`config.mk`:
```
export PLATFORM = sky130hd
export DESIGN_NAME = joystick_calibrate_scale_direction_core
export DESIGN_NICKNAME = d
export VERILOG_FILES = /design/src/rtl/jcsd_pkg.sv /design/src/rtl/jcsd_axis.sv /design/src/rtl/jcsd_ctrl.sv /design/src/rtl/jcsd_dpath.sv /design/src/rtl/joystick_calibrate_scale_direction_core.sv
export SDC_FILE = /design/constraint.sdc
export NUM_CORES = 1
export LEC_CHECK = 0
export ABC_AREA = 1
export BUFFER_PORTS_ARGS = -buffer_cell sky130_fd_sc_hd__buf_2
export CORE_MARGIN = 2
export CORE_UTILIZATION = 40
export CTS_CLUSTER_SIZE = 28
export DETAILED_ROUTE_END_ITERATION = 10
export GPL_ROUTABILITY_DRIVEN = 0
export PLACE_DENSITY = 0.54
export SETUP_SLACK_MARGIN = 0.2
export SLEW_MARGIN = 20
export SYNTH_ARGS = -nofsm -noshare
export SYNTH_HDL_FRONTEND = slang
export SYNTH_SLANG_ARGS = --single-unit
```
`constraint.sdc`:
```
create_clock -name clk -period 4.1 [get_ports clk]
set_input_delay 0.82 -clock clk [delete_from_list [all_inputs] [get_ports clk]]
set_output_delay 0.82 -clock clk [all_outputs]
set_load 0.005 [all_outputs]
```
`src/rtl/jcsd_pkg.sv`:
```
`default_nettype none

package jcsd_pkg;

	typedef enum logic [1:0] {
		OP_BEGIN       = 2'd0,
		OP_SAMPLE      = 2'd1,
		OP_MEASURE     = 2'd2,
		OP_MEASURE_ALT = 2'd3
	} op_t;

	typedef enum logic [2:0] {
		DIR_NEUTRAL = 3'd0,
		DIR_LEFT    = 3'd1,
		DIR_UP      = 3'd2,
		DIR_RIGHT   = 3'd3,
		DIR_DOWN    = 3'd4
	} dir_t;

	typedef enum logic [2:0] {
		ST_IDLE,
		ST_PREP,
		ST_DIV,
		ST_SAT,
		ST_SQR,
		ST_EMIT
	} state_t;

	typedef struct packed {
		logic load;
		logic prep;
		logic step;
		logic sat;
		logic sqr;
		logic emit;
	} cmd_t;

	typedef struct packed {
		logic measure;
		logic out_free;
	} status_t;

	localparam logic [6:0]  FULL_SCALE   = 7'd100;
	localparam logic [6:0]  DEADBAND     = 7'd4;
	localparam logic [14:0] MAG_LIMIT_SQ = 15'd6561;
	localparam logic [3:0]  DIV_STEPS    = 4'd15;
	localparam logic [7:0]  RST_LOW      = 8'd0;
	localparam logic [7:0]  RST_CENTRE   = 8'd127;
	localparam logic [7:0]  RST_HIGH     = 8'd255;
	localparam logic [7:0]  CAL_LOW      = 8'd255;
	localparam logic [7:0]  CAL_HIGH     = 8'd0;

endpackage

`default_nettype wire

```
`src/rtl/jcsd_axis.sv`:
```
`default_nettype none

module jcsd_axis (
	input  wire logic              clk,
	input  wire jcsd_pkg::cmd_t    cmd,
	input  wire logic [7:0]        v,
	input  wire logic [7:0]        lo,
	input  wire logic [7:0]        c,
	input  wire logic [7:0]        hi,
	output logic signed [7:0]      s
);

	logic [8:0]  diff;
	logic [8:0]  span;
	logic [7:0]  diff_mag;
	logic [7:0]  span_mag;
	logic [14:0] num_mag;
	logic [8:0]  trial;
	logic        fits;
	logic [6:0]  mag;
	logic [6:0]  mag_db;

	logic        neg_q;
	logic        zero_q;
	logic [7:0]  dmag_q;
	logic [7:0]  rem_q;
	logic [14:0] quo_q;
	logic [7:0]  s_q;

	always_comb begin
		diff     = {1'b0, v} - {1'b0, c};
		span     = (v > c) ? ({1'b0, hi} - {1'b0, c}) : ({1'b0, c} - {1'b0, lo});
		diff_mag = diff[8] ? 8'(-diff) : diff[7:0];
		span_mag = span[8] ? 8'(-span) : span[7:0];
		num_mag  = 15'(diff_mag) * 15'(jcsd_pkg::FULL_SCALE);
	end

	// restoring divider, one quotient bit per step
	always_comb begin
		trial = {rem_q, quo_q[14]};
		fits  = trial >= {1'b0, dmag_q};
	end

	always_comb begin
		mag    = (quo_q > 15'(jcsd_pkg::FULL_SCALE)) ? jcsd_pkg::FULL_SCALE : quo_q[6:0];
		mag_db = (zero_q || mag < jcsd_pkg::DEADBAND) ? 7'd0 : mag;
	end

	always_ff @(posedge clk) begin
		if (cmd.prep) begin
			neg_q  <= diff[8] ^ span[8];
			zero_q <= (span == 9'd0);
			dmag_q <= span_mag;
			rem_q  <= 8'd0;
			quo_q  <= num_mag;
		end
		if (cmd.step) begin
			rem_q <= fits ? 8'(trial - {1'b0, dmag_q}) : trial[7:0];
			quo_q <= {quo_q[13:0], fits};
		end
		if (cmd.sat) begin
			s_q <= neg_q ? 8'(-{1'b0, mag_db}) : {1'b0, mag_db};
		end
	end

	assign s = s_q;

endmodule

`default_nettype wire

```
`src/rtl/jcsd_ctrl.sv`:
```
`default_nettype none

module jcsd_ctrl (
	input  wire logic               clk,
	input  wire logic               arst_n,
	input  wire logic               in_valid,
	input  wire jcsd_pkg::status_t  status,
	output jcsd_pkg::cmd_t          cmd,
	output logic                    busy
);

	jcsd_pkg::state_t state_q;
	jcsd_pkg::state_t state_d;
	logic [3:0]       cnt_q;

	always_comb begin
		state_d = state_q;
		case (state_q)
			jcsd_pkg::ST_IDLE: begin
				if (in_valid) state_d = jcsd_pkg::ST_PREP;
			end
			jcsd_pkg::ST_PREP: begin
				state_d = status.measure ? jcsd_pkg::ST_DIV : jcsd_pkg::ST_EMIT;
			end
			jcsd_pkg::ST_DIV: begin
				if (cnt_q == jcsd_pkg::DIV_STEPS - 4'd1) state_d = jcsd_pkg::ST_SAT;
			end
			jcsd_pkg::ST_SAT:  state_d = jcsd_pkg::ST_SQR;
			jcsd_pkg::ST_SQR:  state_d = jcsd_pkg::ST_EMIT;
			jcsd_pkg::ST_EMIT: begin
				if (status.out_free) state_d = jcsd_pkg::ST_IDLE;
			end
			default: state_d = jcsd_pkg::ST_IDLE;
		endcase
	end

	always_comb begin
		cmd      = '0;
		cmd.load = (state_q == jcsd_pkg::ST_IDLE) && in_valid;
		cmd.prep = (state_q == jcsd_pkg::ST_PREP);
		cmd.step = (state_q == jcsd_pkg::ST_DIV);
		cmd.sat  = (state_q == jcsd_pkg::ST_SAT);
		cmd.sqr  = (state_q == jcsd_pkg::ST_SQR);
		cmd.emit = (state_q == jcsd_pkg::ST_EMIT) && status.out_free;
		busy     = (state_q != jcsd_pkg::ST_IDLE);
	end

	always_ff @(posedge clk or negedge arst_n) begin
		if (!arst_n) begin
			state_q <= jcsd_pkg::ST_IDLE;
			cnt_q   <= 4'd0;
		end else begin
			state_q <= state_d;
			if (state_q == jcsd_pkg::ST_PREP) cnt_q <= 4'd0;
			else if (state_q == jcsd_pkg::ST_DIV) cnt_q <= cnt_q + 4'd1;
		end
	end

endmodule

`default_nettype wire

```
`src/rtl/jcsd_dpath.sv`:
```
`default_nettype none

module jcsd_dpath (
	input  wire logic               clk,
	input  wire logic               arst_n,
	input  wire jcsd_pkg::cmd_t     cmd,
	output jcsd_pkg::status_t       status,
	input  wire logic [1:0]         op,
	input  wire logic [7:0]         x_raw,
	input  wire logic [7:0]         y_raw,
	input  wire logic               button,
	input  wire logic [7:0]         slider_raw,
	output logic                    out_valid,
	input  wire logic               out_stall,
	output logic signed [7:0]       x_scaled,
	output logic signed [7:0]       y_scaled,
	output logic                    pressed,
	output logic [7:0]              slider,
	output logic [2:0]              direction
);

	jcsd_pkg::op_t    op_q;
	logic [7:0]       xr_q;
	logic [7:0]       yr_q;
	logic             btn_q;
	logic [7:0]       sl_q;

	logic [7:0]       x_low_q, x_centre_q, x_high_q;
	logic [7:0]       y_low_q, y_centre_q, y_high_q;

	logic signed [7:0]  xs;
	logic signed [7:0]  ys;
	logic signed [15:0] sqx;
	logic signed [15:0] sqy;
	logic [14:0]        sqx_q;
	logic [14:0]        sqy_q;
	logic [15:0]        mag_sq;
	logic signed [8:0]  xe, ye, nx;
	jcsd_pkg::dir_t     dir;
	logic               measure;

	logic               out_valid_q;
	logic [7:0]         xo_q, yo_q, slo_q;
	logic               po_q;
	logic [2:0]         diro_q;

	assign measure = (op_q != jcsd_pkg::OP_BEGIN) && (op_q != jcsd_pkg::OP_SAMPLE);
	assign status  = '{measure: measure, out_free: (!out_valid_q || !out_stall)};

	always_ff @(posedge clk) begin
		if (cmd.load) begin
			op_q  <= jcsd_pkg::op_t'(op);
			xr_q  <= x_raw;
			yr_q  <= y_raw;
			btn_q <= button;
			sl_q  <= slider_raw;
		end
	end

	always_ff @(posedge clk or negedge arst_n) begin
		if (!arst_n) begin
			x_low_q    <= jcsd_pkg::RST_LOW;
			x_centre_q <= jcsd_pkg::RST_CENTRE;
			x_high_q   <= jcsd_pkg::RST_HIGH;
			y_low_q    <= jcsd_pkg::RST_LOW;
			y_centre_q <= jcsd_pkg::RST_CENTRE;
			y_high_q   <= jcsd_pkg::RST_HIGH;
		end else if (cmd.prep) begin
			case (op_q)
				jcsd_pkg::OP_BEGIN: begin
					x_centre_q <= xr_q;
					y_centre_q <= yr_q;
					x_low_q    <= jcsd_pkg::CAL_LOW;
					y_low_q    <= jcsd_pkg::CAL_LOW;
					x_high_q   <= jcsd_pkg::CAL_HIGH;
					y_high_q   <= jcsd_pkg::CAL_HIGH;
				end
				jcsd_pkg::OP_SAMPLE: begin
					if (xr_q > x_high_q) x_high_q <= xr_q;
					if (yr_q > y_high_q) y_high_q <= yr_q;
					if (xr_q < x_low_q)  x_low_q  <= xr_q;
					if (yr_q < y_low_q)  y_low_q  <= yr_q;
				end
				default: ;
			endcase
		end
	end

	jcsd_axis u_axis_x (
		.clk (clk),
		.cmd (cmd),
		.v   (xr_q),
		.lo  (x_low_q),
		.c   (x_centre_q),
		.hi  (x_high_q),
		.s   (xs)
	);

	jcsd_axis u_axis_y (
		.clk (clk),
		.cmd (cmd),
		.v   (yr_q),
		.lo  (y_low_q),
		.c   (y_centre_q),
		.hi  (y_high_q),
		.s   (ys)
	);

	assign sqx = xs * xs;
	assign sqy = ys * ys;

	always_ff @(posedge clk) begin
		if (cmd.sqr) begin
			sqx_q <= sqx[14:0];
			sqy_q <= sqy[14:0];
		end
	end

	// sector tests against the diagonals y = x and y = -x
	always_comb begin
		mag_sq = 16'(sqx_q) + 16'(sqy_q);
		xe     = {xs[7], xs};
		ye     = {ys[7], ys};
		nx     = -xe;
		if (mag_sq < 16'(jcsd_pkg::MAG_LIMIT_SQ))   dir = jcsd_pkg::DIR_NEUTRAL;
		else if (ye > xe && ye >= nx)               dir = jcsd_pkg::DIR_UP;
		else if (ye <= xe && ye > nx)               dir = jcsd_pkg::DIR_RIGHT;
		else if (ye < xe && ye <= nx)               dir = jcsd_pkg::DIR_DOWN;
		else                                        dir = jcsd_pkg::DIR_LEFT;
	end

	always_ff @(posedge clk) begin
		if (cmd.emit) begin
			xo_q   <= measure ? xs : 8'sd0;
			yo_q   <= measure ? ys : 8'sd0;
			diro_q <= measure ? dir : jcsd_pkg::DIR_NEUTRAL;
			po_q   <= btn_q;
			slo_q  <= sl_q;
		end
	end

	always_ff @(posedge clk or negedge arst_n) begin
		if (!arst_n) begin
			out_valid_q <= 1'b0;
		end else if (cmd.emit) begin
			out_valid_q <= 1'b1;
		end else if (!out_stall) begin
			out_valid_q <= 1'b0;
		end
	end

	assign out_valid = out_valid_q;
	assign x_scaled  = xo_q;
	assign y_scaled  = yo_q;
	assign pressed   = po_q;
	assign slider    = slo_q;
	assign direction = diro_q;

endmodule

`default_nettype wire

```
`src/rtl/joystick_calibrate_scale_direction_core.sv`:
```
// channel  valid      stall      payload
// in       in_valid   in_stall   op, x_raw, y_raw, button, slider_raw
// out      out_valid  out_stall  x_scaled, y_scaled, pressed, slider, direction
//
// Measure item: after acceptance it passes PREP, the 15-step restoring divider
// (one per axis, run side by side), SAT, SQR and EMIT, then the next is taken.
// Calibration item: PREP, then EMIT; EMIT waits while the output register is held.
// One item in flight; in_stall is high while busy.
// A result waits in the output register; the next item is taken meanwhile.
// arst_n clears control state and loads the default calibration.
`default_nettype none

module joystick_calibrate_scale_direction_core (
	input  wire logic         clk,
	input  wire logic         arst_n,
	input  wire logic         in_valid,
	output logic              in_stall,
	input  wire logic [1:0]   op,
	input  wire logic [7:0]   x_raw,
	input  wire logic [7:0]   y_raw,
	input  wire logic         button,
	input  wire logic [7:0]   slider_raw,
	output logic              out_valid,
	input  wire logic         out_stall,
	output logic signed [7:0] x_scaled,
	output logic signed [7:0] y_scaled,
	output logic              pressed,
	output logic [7:0]        slider,
	output logic [2:0]        direction
);

	jcsd_pkg::cmd_t    cmd;
	jcsd_pkg::status_t status;
	logic              busy;

	jcsd_ctrl u_ctrl (
		.clk      (clk),
		.arst_n   (arst_n),
		.in_valid (in_valid),
		.status   (status),
		.cmd      (cmd),
		.busy     (busy)
	);

	jcsd_dpath u_dpath (
		.clk        (clk),
		.arst_n     (arst_n),
		.cmd        (cmd),
		.status     (status),
		.op         (op),
		.x_raw      (x_raw),
		.y_raw      (y_raw),
		.button     (button),
		.slider_raw (slider_raw),
		.out_valid  (out_valid),
		.out_stall  (out_stall),
		.x_scaled   (x_scaled),
		.y_scaled   (y_scaled),
		.pressed    (pressed),
		.slider     (slider),
		.direction  (direction)
	);

	assign in_stall = busy;

`ifndef NO_ASSERTIONS
	a_busy_after_accept: assert property (@(posedge clk) disable iff (!arst_n)
		(in_valid && !in_stall) |=> in_stall)
		else $error("accepted item did not make the block busy");

	a_scaled_range: assert property (@(posedge clk) disable iff (!arst_n)
		out_valid |-> (x_scaled <= 8'sd100 && x_scaled >= -8'sd100 &&
		               y_scaled <= 8'sd100 && y_scaled >= -8'sd100))
		else $error("scaled value out of range");

	a_dir_needs_deflection: assert property (@(posedge clk) disable iff (!arst_n)
		(out_valid && direction != 3'(jcsd_pkg::DIR_NEUTRAL)) |->
		(x_scaled != 8'sd0 || y_scaled != 8'sd0))
		else $error("direction given for centred stick");

	a_dir_code: assert property (@(posedge clk) disable iff (!arst_n)
		out_valid |-> (direction <= 3'(jcsd_pkg::DIR_DOWN)))
		else $error("direction code out of range");
`endif

endmodule

`default_nettype wire

```
* Word level (Yosys, flattened, before mapping) *
Index checks and enable logic that the tools add are counted.

word-level totals
  flip-flop bits (word level) = 223
  bits of input ports = 31
  logic and storage cells = 165

cells by class
  mux-type cells = 41
  bitwise operators = 3
  multipliers = 4
  order comparisons = 19
  equality and inequality tests = 16
  $add $sub $neg = 17
  reduce and logical (&&, ||, !) cells = 28

operators by type and width
  kind                                                             number
  two-way mux 8 bit                                                13
  case mux 8 bit (2 select lines)                                  4
  two-way mux 15 bit                                               4
  subtractor 8 x 8 -> 9 bit                                        6
  two-way mux 7 bit                                                6
  greater-than comparator 8 bit                                    5
  negation 8 bit                                                   4
  greater-than comparator 15 x 7 -> 1 bit (second input constant)  2
  multiplier 8 x 8 -> 15 bit                                       2
  multiplier 8 x 5 -> 13 bit (second input constant)               2
  less-than comparator 8 bit                                       3
  >= comparator 9 x 8 -> 1 bit                                     2
  logical NOT 9 bit                                                2
  two-way mux 9 bit                                                2
  case mux 3 bit (6 select lines)                                  1
  adder 15 x 15 -> 16 bit                                          1
  less-than comparator 16 x 13 -> 1 bit (second input constant)    1
  inequality test 2 x 1 -> 1 bit (second input constant)           8
  negation 7 -> 8 bit                                              2
  subtractor 8 bit                                                 2
  two-way mux 3 bit                                                5
  AND reduction 3 bit                                              5
  less-than comparator 7 x 3 -> 1 bit (second input constant)      2
  >= comparator 8 x 9 -> 1 bit                                     1
  other kinds (27)                                                 43

* Logic depth before layout (Yosys ltp) *
Gate-level depths: netlist of run 1.

  depth in word-level cells = 7
  gate-level depth with buffers = 28
  gate-level depth less buffers = 28

* Hierarchy *
From an unflattened synthesis of run 1, not the netlist that was laid out.

second synthesis, totals
  cells, all modules = 2,477
  area, all modules = 20,260.7 sq um

by module, submodules not included
  module                         times used  cells an instance  area an instance (sq um)
  jcsd_dpath                     1           1,194              10,804.1
  jcsd_axis at u_dpath.u_axis_y  1           616                4,528.1
  jcsd_axis at u_dpath.u_axis_x  1           610                4,505.6
  jcsd_ctrl                      1           57                 422.9

* Least setup slack after synthesis of run 1 *
No wires, ideal clock.

  kind = reg-to-reg
  start point = reg u_dpath.u_axis_x.s_q[7], in the netlist u_dpath.u_axis_x.s[7]
  end point = reg u_dpath.sqx_q[11], data pin
  setup time = 0.265 ns
  buffers on the path = 1
  slack = -0.345 ns
  arrival time = 4.180 ns
  cell stages (with the launch flop) = 16
  cells stage by stage = edfxtp_1 clkbuf_1 clkinv_1 nor2_1 fa_1 fa_1 inv_1 fa_1 fa_1 inv_1 ha_1 a21oi_1 o21ai_0 a21oi_1 o21ai_0 xor2_1

on the way
  cells in the longest elaborated chain, start to end = 1

ends and longest elaborated chain
  element                     line               RTL
  start, declared             jcsd_axis.sv:28    logic [7:0] s_q;
  start signal, assigned      jcsd_axis.sv:62    s_q <= neg_q ? 8'(-{1'b0, mag_db}) : {1'b0, mag_db};
  multiplier 8 x 8 -> 15 bit  jcsd_dpath.sv:109  assign sqx = xs * xs;
  net u_dpath.sqx[11]         jcsd_dpath.sv:33   logic signed [15:0] sqx;
  end signal, assigned        jcsd_dpath.sv:114  sqx_q <= sqx[14:0];
  end, declared               jcsd_dpath.sv:35   logic [14:0] sqx_q;

The timed path passes the listed nets, and every way through them passes these cells.
A chain may end at the register's enable or synchronous reset.

* Worst setup path after layout of run 1 *
  start point = reg u_dpath.x_centre_q[0]
  end point = reg u_dpath.u_axis_x.quo_q[12], data pin

on the way
  cells in the longest elaborated chain, start to end = 6

ends and longest elaborated chain
  element                         line              RTL
  start, declared                 jcsd_dpath.sv:28  logic [7:0] x_low_q, x_centre_q, x_high_q;
  start signal, assigned          jcsd_dpath.sv:63  x_centre_q <= jcsd_pkg::RST_CENTRE;
  start signal, assigned          jcsd_dpath.sv:71  x_centre_q <= xr_q;
  subtractor 8 x 8 -> 9 bit (*)   jcsd_axis.sv:31   diff = {1'b0, v} - {1'b0, c};
  negation 8 bit                  jcsd_axis.sv:33   diff_mag = diff[8] ? 8'(-diff) : diff[7:0];
  two-way mux 8 bit (*)           jcsd_axis.sv:33
  multiplier 8 x 5 -> 13 bit (*)  jcsd_axis.sv:35   num_mag = 15'(diff_mag) * 15'(jcsd_pkg::FULL_SCALE);
  two-way mux 15 bit (*)          jcsd_axis.sv:50   if (cmd.prep) begin
  two-way mux 15 bit (*)          jcsd_axis.sv:57   if (cmd.step) begin
  end signal, assigned            jcsd_axis.sv:55   quo_q <= num_mag;
  end signal, assigned            jcsd_axis.sv:59   quo_q <= {quo_q[13:0], fits};
  end, declared                   jcsd_axis.sv:27   logic [14:0] quo_q;

Every way passes the cells marked *; elsewhere a longest branch is shown, timed or not. The select of a mux whose other input is x is not followed.

==> results of run 1 <==
routing by layer:
metal  global-route usage [%]  wire length [um]
met5                        0                15
met4                     3.93               841
met3                     2.21              1480
met2                     32.3             22400
met1                     23.9             21300
cell families after synthesis:
kind of cell | Yosys count
buffers and inverters | 537
flip-flops | 221
adder cells (fa/ha/maj) | 333
AND/OR/NAND/NOR | 903
multiplexers | 1
AO/OA/AOI/OAI | 290
XOR/XNOR | 110
worst max path at each step:
| stage | to | startpoint | slack (ps) | cells past startpoint |
|---|---|---|---|---|
| 6_report | u_dpath.u_axis_x.quo_q[12] | u_dpath.x_centre_q[0] | -70 | 22 |
| 5_1_grt | u_dpath.u_axis_x.quo_q[12] | u_dpath.x_centre_q[0] | -250 | 22 |
| 4_1_cts | u_dpath.u_axis_x.quo_q[12] | u_dpath.x_centre_q[0] | -3 | 22 |
| 3_5_place_dp | u_dpath.u_axis_x.quo_q[13] | u_dpath.xr_q[0] | -180 | 26 |
| 3_3_place_gp | u_dpath.u_axis_x.quo_q[13] | u_dpath.x_centre_q[3] | -120 | 26 |
| 2_1_floorplan | u_dpath.u_axis_x.quo_q[13] | u_dpath.x_centre_q[0] | 70 | 21 |
state kept, by name (all words and copies together), names as in the netlist, 4 cells and up:
name and cells:
u_ctrl.cnt_q 4, u_dpath.y_high_q 8, u_dpath.u_axis_y.rem_q 8, u_dpath.y_low_q 8, u_dpath.sl_q 8, u_dpath.u_axis_y.dmag_q 8, u_dpath.x_centre_q 8, u_dpath.x_high_q 8
u_dpath.slider 8, u_dpath.yr_q 8, u_dpath.u_axis_x.rem_q 8, u_dpath.sqx_q 14, u_dpath.u_axis_x.dmag_q 8, u_dpath.sqy_q 14, u_dpath.y_scaled 8, u_dpath.y_centre_q 8
u_dpath.u_axis_y.quo_q 15, u_dpath.u_axis_x.quo_q 15, u_dpath.xr_q 8, u_dpath.x_scaled 8, u_dpath.u_axis_x.s 8, u_dpath.x_low_q 8, u_dpath.u_axis_y.s 8
critical path, delay by kind of cell (launching register included):
family / cells / cell delay (ps)
adders and majority gates: 7 / 2180
and+or+nand+nor: 8 / 580
DFF: 1 / 550
AOI/OAI and AO/OA: 3 / 290
buffers and inverters: 3 / 150
xor gates and xnor gates: 1 / 140
cell usage after synthesis, types with 26 or more instances:
| cell type | instances | area share (%) |
|---|---|---|
| nand2_1 | 512 | 9.8 |
| inv_1 | 478 | 9.1 |
| ha_1 | 235 | 15 |
| nor2_1 | 172 | 3.3 |
| edfxtp_1 | 165 | 25 |
| nand3_1 | 129 | 3.3 |
| a21oi_1 | 126 | 3.2 |
| o21ai_0 | 116 | 2.9 |
| fa_1 | 98 | 10 |
| xor2_1 | 66 | 2.9 |
| xnor2_1 | 44 | 2.0 |
| clkbuf_1 | 39 | 0.74 |
| nand4_1 | 31 | 0.98 |
| dfstp_2 | 30 | 4.0 |
| dfrtp_1 | 26 | 3.3 |
placed cells by master, fill, tap and decap left out, drive strengths merged, types with 4 or more instances in the layout:
master / netlist / routed
a21o: 5 / 5
a21oi: 128 / 128
a31oi: 5 / 5
buf: 9 / 292
clkbuf: 39 / 40
clkinv: 1 / 8
clkinvlp: 0 / 4
dfrtp: 26 / 26
dfstp: 30 / 30
edfxtp: 165 / 165
fa: 98 / 98
ha: 235 / 235
inv: 488 / 490
nand2: 522 / 522
nand3: 131 / 131
nand3b: 11 / 11
nand4: 32 / 32
nor2: 175 / 175
nor3: 22 / 22
o21ai: 128 / 128
o21bai: 6 / 6
or2: 4 / 4
xnor2: 44 / 44
xor2: 66 / 66
final cells by class:
| cell class | count | area [um2] |
|---|---|---|
| fillers | 4533 | 23700 |
| multi-input cells | 1637 | 12800 |
| flip-flops and latches | 221 | 6390 |
| repair buffers | 292 | 2190 |
| inverters | 489 | 1860 |
| well taps | 664 | 831 |
| clock buffers | 40 | 798 |
| clock inverters | 14 | 110 |
| diodes | 1 | 2.50 |
through the flow:
stage	hold slack [ps]	setup TNS (ps)
2_1_floorplan	400	0
3_3_place_gp	401	-219
3_5_place_dp	406	-688
4_1_cts	353	-5.58
5_1_grt	395	-2090
6_report	350	-192
what timing repair did:
item                       4_1_cts  5_1_grt
setup endpoints to repair       20       28
hold endpoints to repair         0        0
buffers inserted                36       30
hold buffers                     0        0
gates resized for setup        110      126
pin swaps                       99      107
==> metrics.md, run 1 <==
| Metric | Value |
|---|---|
| Chip width | 226 um |
| DR iter-0 viols | 724 |
| Initial antenna violation count | 1 |
| Cts bufs inserted | 29 |
| R2R setup slack | -70 ps |
| Fin Clk Skew | 14.7 ps |
| Synth-to-Final Area Change | 27.0% |
| Synth async-reset ratio | 25.3% |
| Slew margin rel. | 29.4% |
| Tightest Pin Transition | 1060 ps |
| DPL Wire Length | 35600 um |
| DR WL/cell | 13.7 um |
| Crit share post-route | 102% |
| Layout cell share with drive strength beyond 1 | 25.3% |
| Slowest stage delay, CP | 550 ps |
| Failing checks | negative setup slack |
| Clock Latency Late Sink | 570 ps |
| Post-DRT Antenna Nets | 0 |
| Slew Viols, Final | 0 |
| MaxCap Viol Count | 0 |
| Adder-cell share of the synthesized area | 24.9% |
| Crit path DAT | 4490 ps |
| Compound-gate portion of the synthesized area | 7.97% |
| Post-synthesis average cell area | 8.22 um2 |
| Status | finished with violations |
| Crit path kind | flop to flop |
| PortBufs | 60 |
| Crit path max-delay cell type | dfstp_2 |
| Mux contribution to synthesized area | 0.0508% |
| Via count | 15900 |
| Drt drc | 0 |
| R2r startpoint | u_dpath.x_centre_q[0] |
| CTS tree | done |
| Core area | 48700 um2 |
| Synth warn | 0 |
| Nets@finish | 3034 |
| EDFF count, synth | 165 |
| Seq cells post-synth | 221 |
| FP Rows | 81 |
| Largest family of logic cells by synthesized area | adder cells |
| GRT Util Overall | 18.3% |
| Synthesized instance count | 2395 |
| Distinct cells, synth | 51 |
| Post-Synth XOR/XNOR Area | 4.89% |
| Vias/cell | 4.73 |
| CP Data Required Time | 4420 ps |
| Min cycle time layout | 4170 ps |
| Synthesized area | 19700 um2 |
| Simple-gate area share of the yosys netlist | 19.3% |
| Io pins | 61 |
| Cells along the critical path | ha_4 -> fa_2 -> ha_4 -> a21boi_2 -> nand2_2 -> nand2_2 -> xnor2_2 -> ha_1 -> ha_1 -> inv_1 -> fa_1 -> inv_2 -> ha_4 -> nand3_2 -> nand3_2 -> nand2_1 -> inv_2 -> nor2_1 -> nor2_1 -> o21ai_1 -> nand2_1 -> o21ai_1 |
| Register area share after synthesis | 32.5% |
| Final Instance Count excl. Fillers | 3358 |
| RSZ-0062 raised after global routing | true |
| Ys flop type | edfxtp_1 |
| Clock buffer depth | 3 |
| Startpoint types | flop |
| Clk sinks | 221 |
| CTS H-tree depth | 1 |
| Most repeated library cell on the critical path | ha_4 |
| Final-report setup violation count | 4 |
| Post-Place Cell Area | 22600 um2 |
| Full die area | 51000 um2 |
| First-pass GRT wire length | 76700 um |
| Synthesized net count | 2759 |
| Reg2reg end | u_dpath.u_axis_x.quo_q[12] |
| Max Fclk | 240 MHz |
| Root buffer cell | clkbuf_16 |
| Setup crit end kind | flop |
| Setup slack after layout | -70.6 ps |
| Clk pin slew, worst setup/hold paths | 50 ps |
| Number of global-route vias before repair | 16100 |
| Post-Route Utilization | 51.3% |
| Initial core utilization | 40.4% |
| Pre-CTS setup slack | -181 ps |
| Final Instance Area | 25000 um2 |
| Chip height | 226 um |
| Grt total ovfl | 0 |
| WL final | 46000 um |
| Placed cells | 3237 |
| DR pass1 iterations | 5 |
| Reg2Reg Depth | 22 |
| Hold Path Class | input port to async pin |
| Maximum fanout along the worst path | 4 |
| Largest net degree at the start of global routing | 42 |
| Final Hold Viols | 0 |
Power of run 1 is not shown: default switching activity piles up to over one toggle a cycle in this logic, so the estimate is an artifact.
==> inputs of run 2 (changes only) <==
CORE_UTILIZATION = 58   (was 40)
PLACE_DENSITY = 0.75   (was 0.54)
RECOVER_POWER = 50   (was not set)
==> run 2 against run 1 <==
Against the previous run: the flow finishes with violations (max-capacitance violations, max-slew violations, negative setup slack); register-to-register slack worse by 240 ps; global-route usage is 8.3 points higher; first-iteration DRC count is 44% higher; utilization is 22 points higher; cell area is 1.7% lower; setup slack worse by 240 ps.
==> metrics.md, run 2 (synthesis gave the netlist of run 1 again) <==
| Metric | Value |
|---|---|
| Chip width | 188 um |
| Most frequent cells in the layout | 450 x nand2_1, 422 x inv_1, 201 x buf_4 |
| Full die area | 35400 um2 |
| CTS tree | done |
| CTS H-tree depth | 1 |
| Hold_sp | u_dpath.sl_q[2] |
| Crit path DAT | 4710 ps |
| Cts bufs inserted | 25 |
| Reg2reg end | u_dpath.u_axis_x.quo_q[13] |
| Clock Latency Late Sink | 550 ps |
| GRT Util Overall | 26.6% |
| Min cycle time layout | 4410 ps |
| Post-CTS Hold Buffers | 0 |
| DR pass1 iterations | 7 |
| Maximum fanout along the worst path | 4 |
| Chip height | 188 um |
| Nets@finish | 3031 |
| Clk sinks | 221 |
| Setup crit end kind | flop |
| R2R setup slack | -310 ps |
| Via count | 16800 |
| Initial core utilization | 58.9% |
| CP Data Required Time | 4400 ps |
| Tightest Pin Transition | 2030 ps |
| R2r startpoint | u_dpath.x_centre_q[0] |
| Synth-to-Final Area Change | 24.9% |
| Slew margin rel. | -35.5% |
| Largest net degree at the start of global routing | 48 |
| Grt total ovfl | 0 |
| Hold Path Class | flop to flop |
| Largest regs | u_dpath.u_axis_x.quo_q (15), u_dpath.u_axis_y.quo_q (15) |
| Failing checks | max-capacitance violations, max-slew violations, negative setup slack |
| Final Hold Viols | 0 |
| Initial antenna violation count | 0 |
| MaxCap Viol Count | 3 |
| First-pass GRT wire length | 78100 um |
| Number of global-route vias before repair | 17200 |
| RSZ-0062 raised after global routing | true |
| Setup slack after layout | -309 ps |
| Commonest non-fill, non-tap cell in the layout | nand2_1 |
| Startpoint types | flop |
| DR iter-0 viols | 1046 |
| Hold path cells | 0 |
| Max Fclk | 227 MHz |
| Status | finished with violations |
| Slew Viols, Final | 95 |
| Endpoint of the worst hold path | u_dpath.slider[2] |
| Clock buffer depth | 3 |
| Crit share post-route | 108% |
| Core area | 33400 um2 |
| PortBufs | 60 |
| Fin Clk Skew | 28.4 ps |
| Antenna diodes | 0 |
| Layout cell share with drive strength beyond 1 | 25.0% |
| Worst hold slack | 421 ps |
| Reg2Reg Depth | 21 |
| Final-report setup violation count | 14 |
| Crit path kind | flop to flop |
| Clk pin slew, worst setup/hold paths | 70 ps |
| Drt drc | 0 |
| DR WL/cell | 15.6 um |
| Vias/cell | 5.37 |
| Root buffer cell | clkbuf_16 |
| DPL Wire Length | 34700 um |
| Io pins | 61 |
| Post-DRT Antenna Nets | 0 |
| WL final | 49000 um |
| FP Rows | 67 |
## run 2: routing by layer
layer  wire length [um]  vias to the layer above  track usage, %
li1                   -                     8216               -
met4               1520                        0            8.93
met2              25600                      513            49.8
met1              19600                     7980            31.4
met5                  0                        -               0
met3               2240                      123            3.30
## run 2: final cells by class
cell class / count / area (um2)
fillers: 2300 / 8850
clock buffers: 33 / 687
well taps: 448 / 561
inverters: 489 / 1870
clock inverters: 12 / 130
repair buffers: 293 / 2140
multi-input cells: 1637 / 12800
flip-flops and latches: 221 / 6390
## run 2: worst max-delay path by stage
| stage | from | end | slack [ps] | depth (start not counted) |
|---|---|---|---|---|
| after floorplan | u_dpath.x_centre_q[0] | u_dpath.u_axis_x.quo_q[13] | 70 | 21 |
| after global placement | u_dpath.xr_q[0] | u_dpath.u_axis_x.quo_q[13] | -50 | 26 |
| after detailed placement | u_dpath.u_axis_y.s[3] | u_dpath.sqy_q[11] | -150 | 20 |
| after CTS | u_dpath.x_centre_q[0] | u_dpath.u_axis_x.quo_q[13] | -60 | 21 |
| after global routing | u_dpath.x_centre_q[0] | u_dpath.u_axis_x.quo_q[13] | -470 | 22 |
| final | u_dpath.x_centre_q[0] | u_dpath.u_axis_x.quo_q[13] | -310 | 21 |
## run 2: repair_timing
item | in CTS | in global routing
buffers inserted | 68 | 30
pin swaps | 131 | 118
cloned | 0 | 1
setup endpoints to repair | 21 | 28
gates resized for setup | 128 | 115
## run 2: per-stage QoR
stage / instance area, um2 / setup TNS [ps] / std cells / worst slack [ps] / utilization (%)
6_report: 24600 / -1410 / 3133 / -309 / 73.5
5_1_grt: 24600 / -3990 / 3133 / -472 / 73.5
4_1_cts: 23900 / -117 / 3102 / -60.7 / 71.4
3_5_place_dp: 22000 / -989 / 2989 / -146 / 65.9
3_3_place_gp: 22000 / -97.8 / 2989 / -52.2 / 65.9
2_1_floorplan: 20400 / 0 / 2395 / 73.8 / -
## run 2: critical path, stage by stage (launching register included)
cell	delay [ps]
dfstp_2	550
ha_4	140
fa_2	460
ha_4	200
a21boi_2	150
nand2_1	100
nand2_2	70
xnor2_2	170
ha_1	270
ha_1	300
inv_2	40
fa_1	560
inv_2	50
ha_4	270
nand2_4	70
nand2_2	60
a21oi_2	170
nor2_1	70
o21ai_1	210
nand3b_1	110
nand3_1	80
nand2_1	50
Power of run 2 is left out for the same reason.
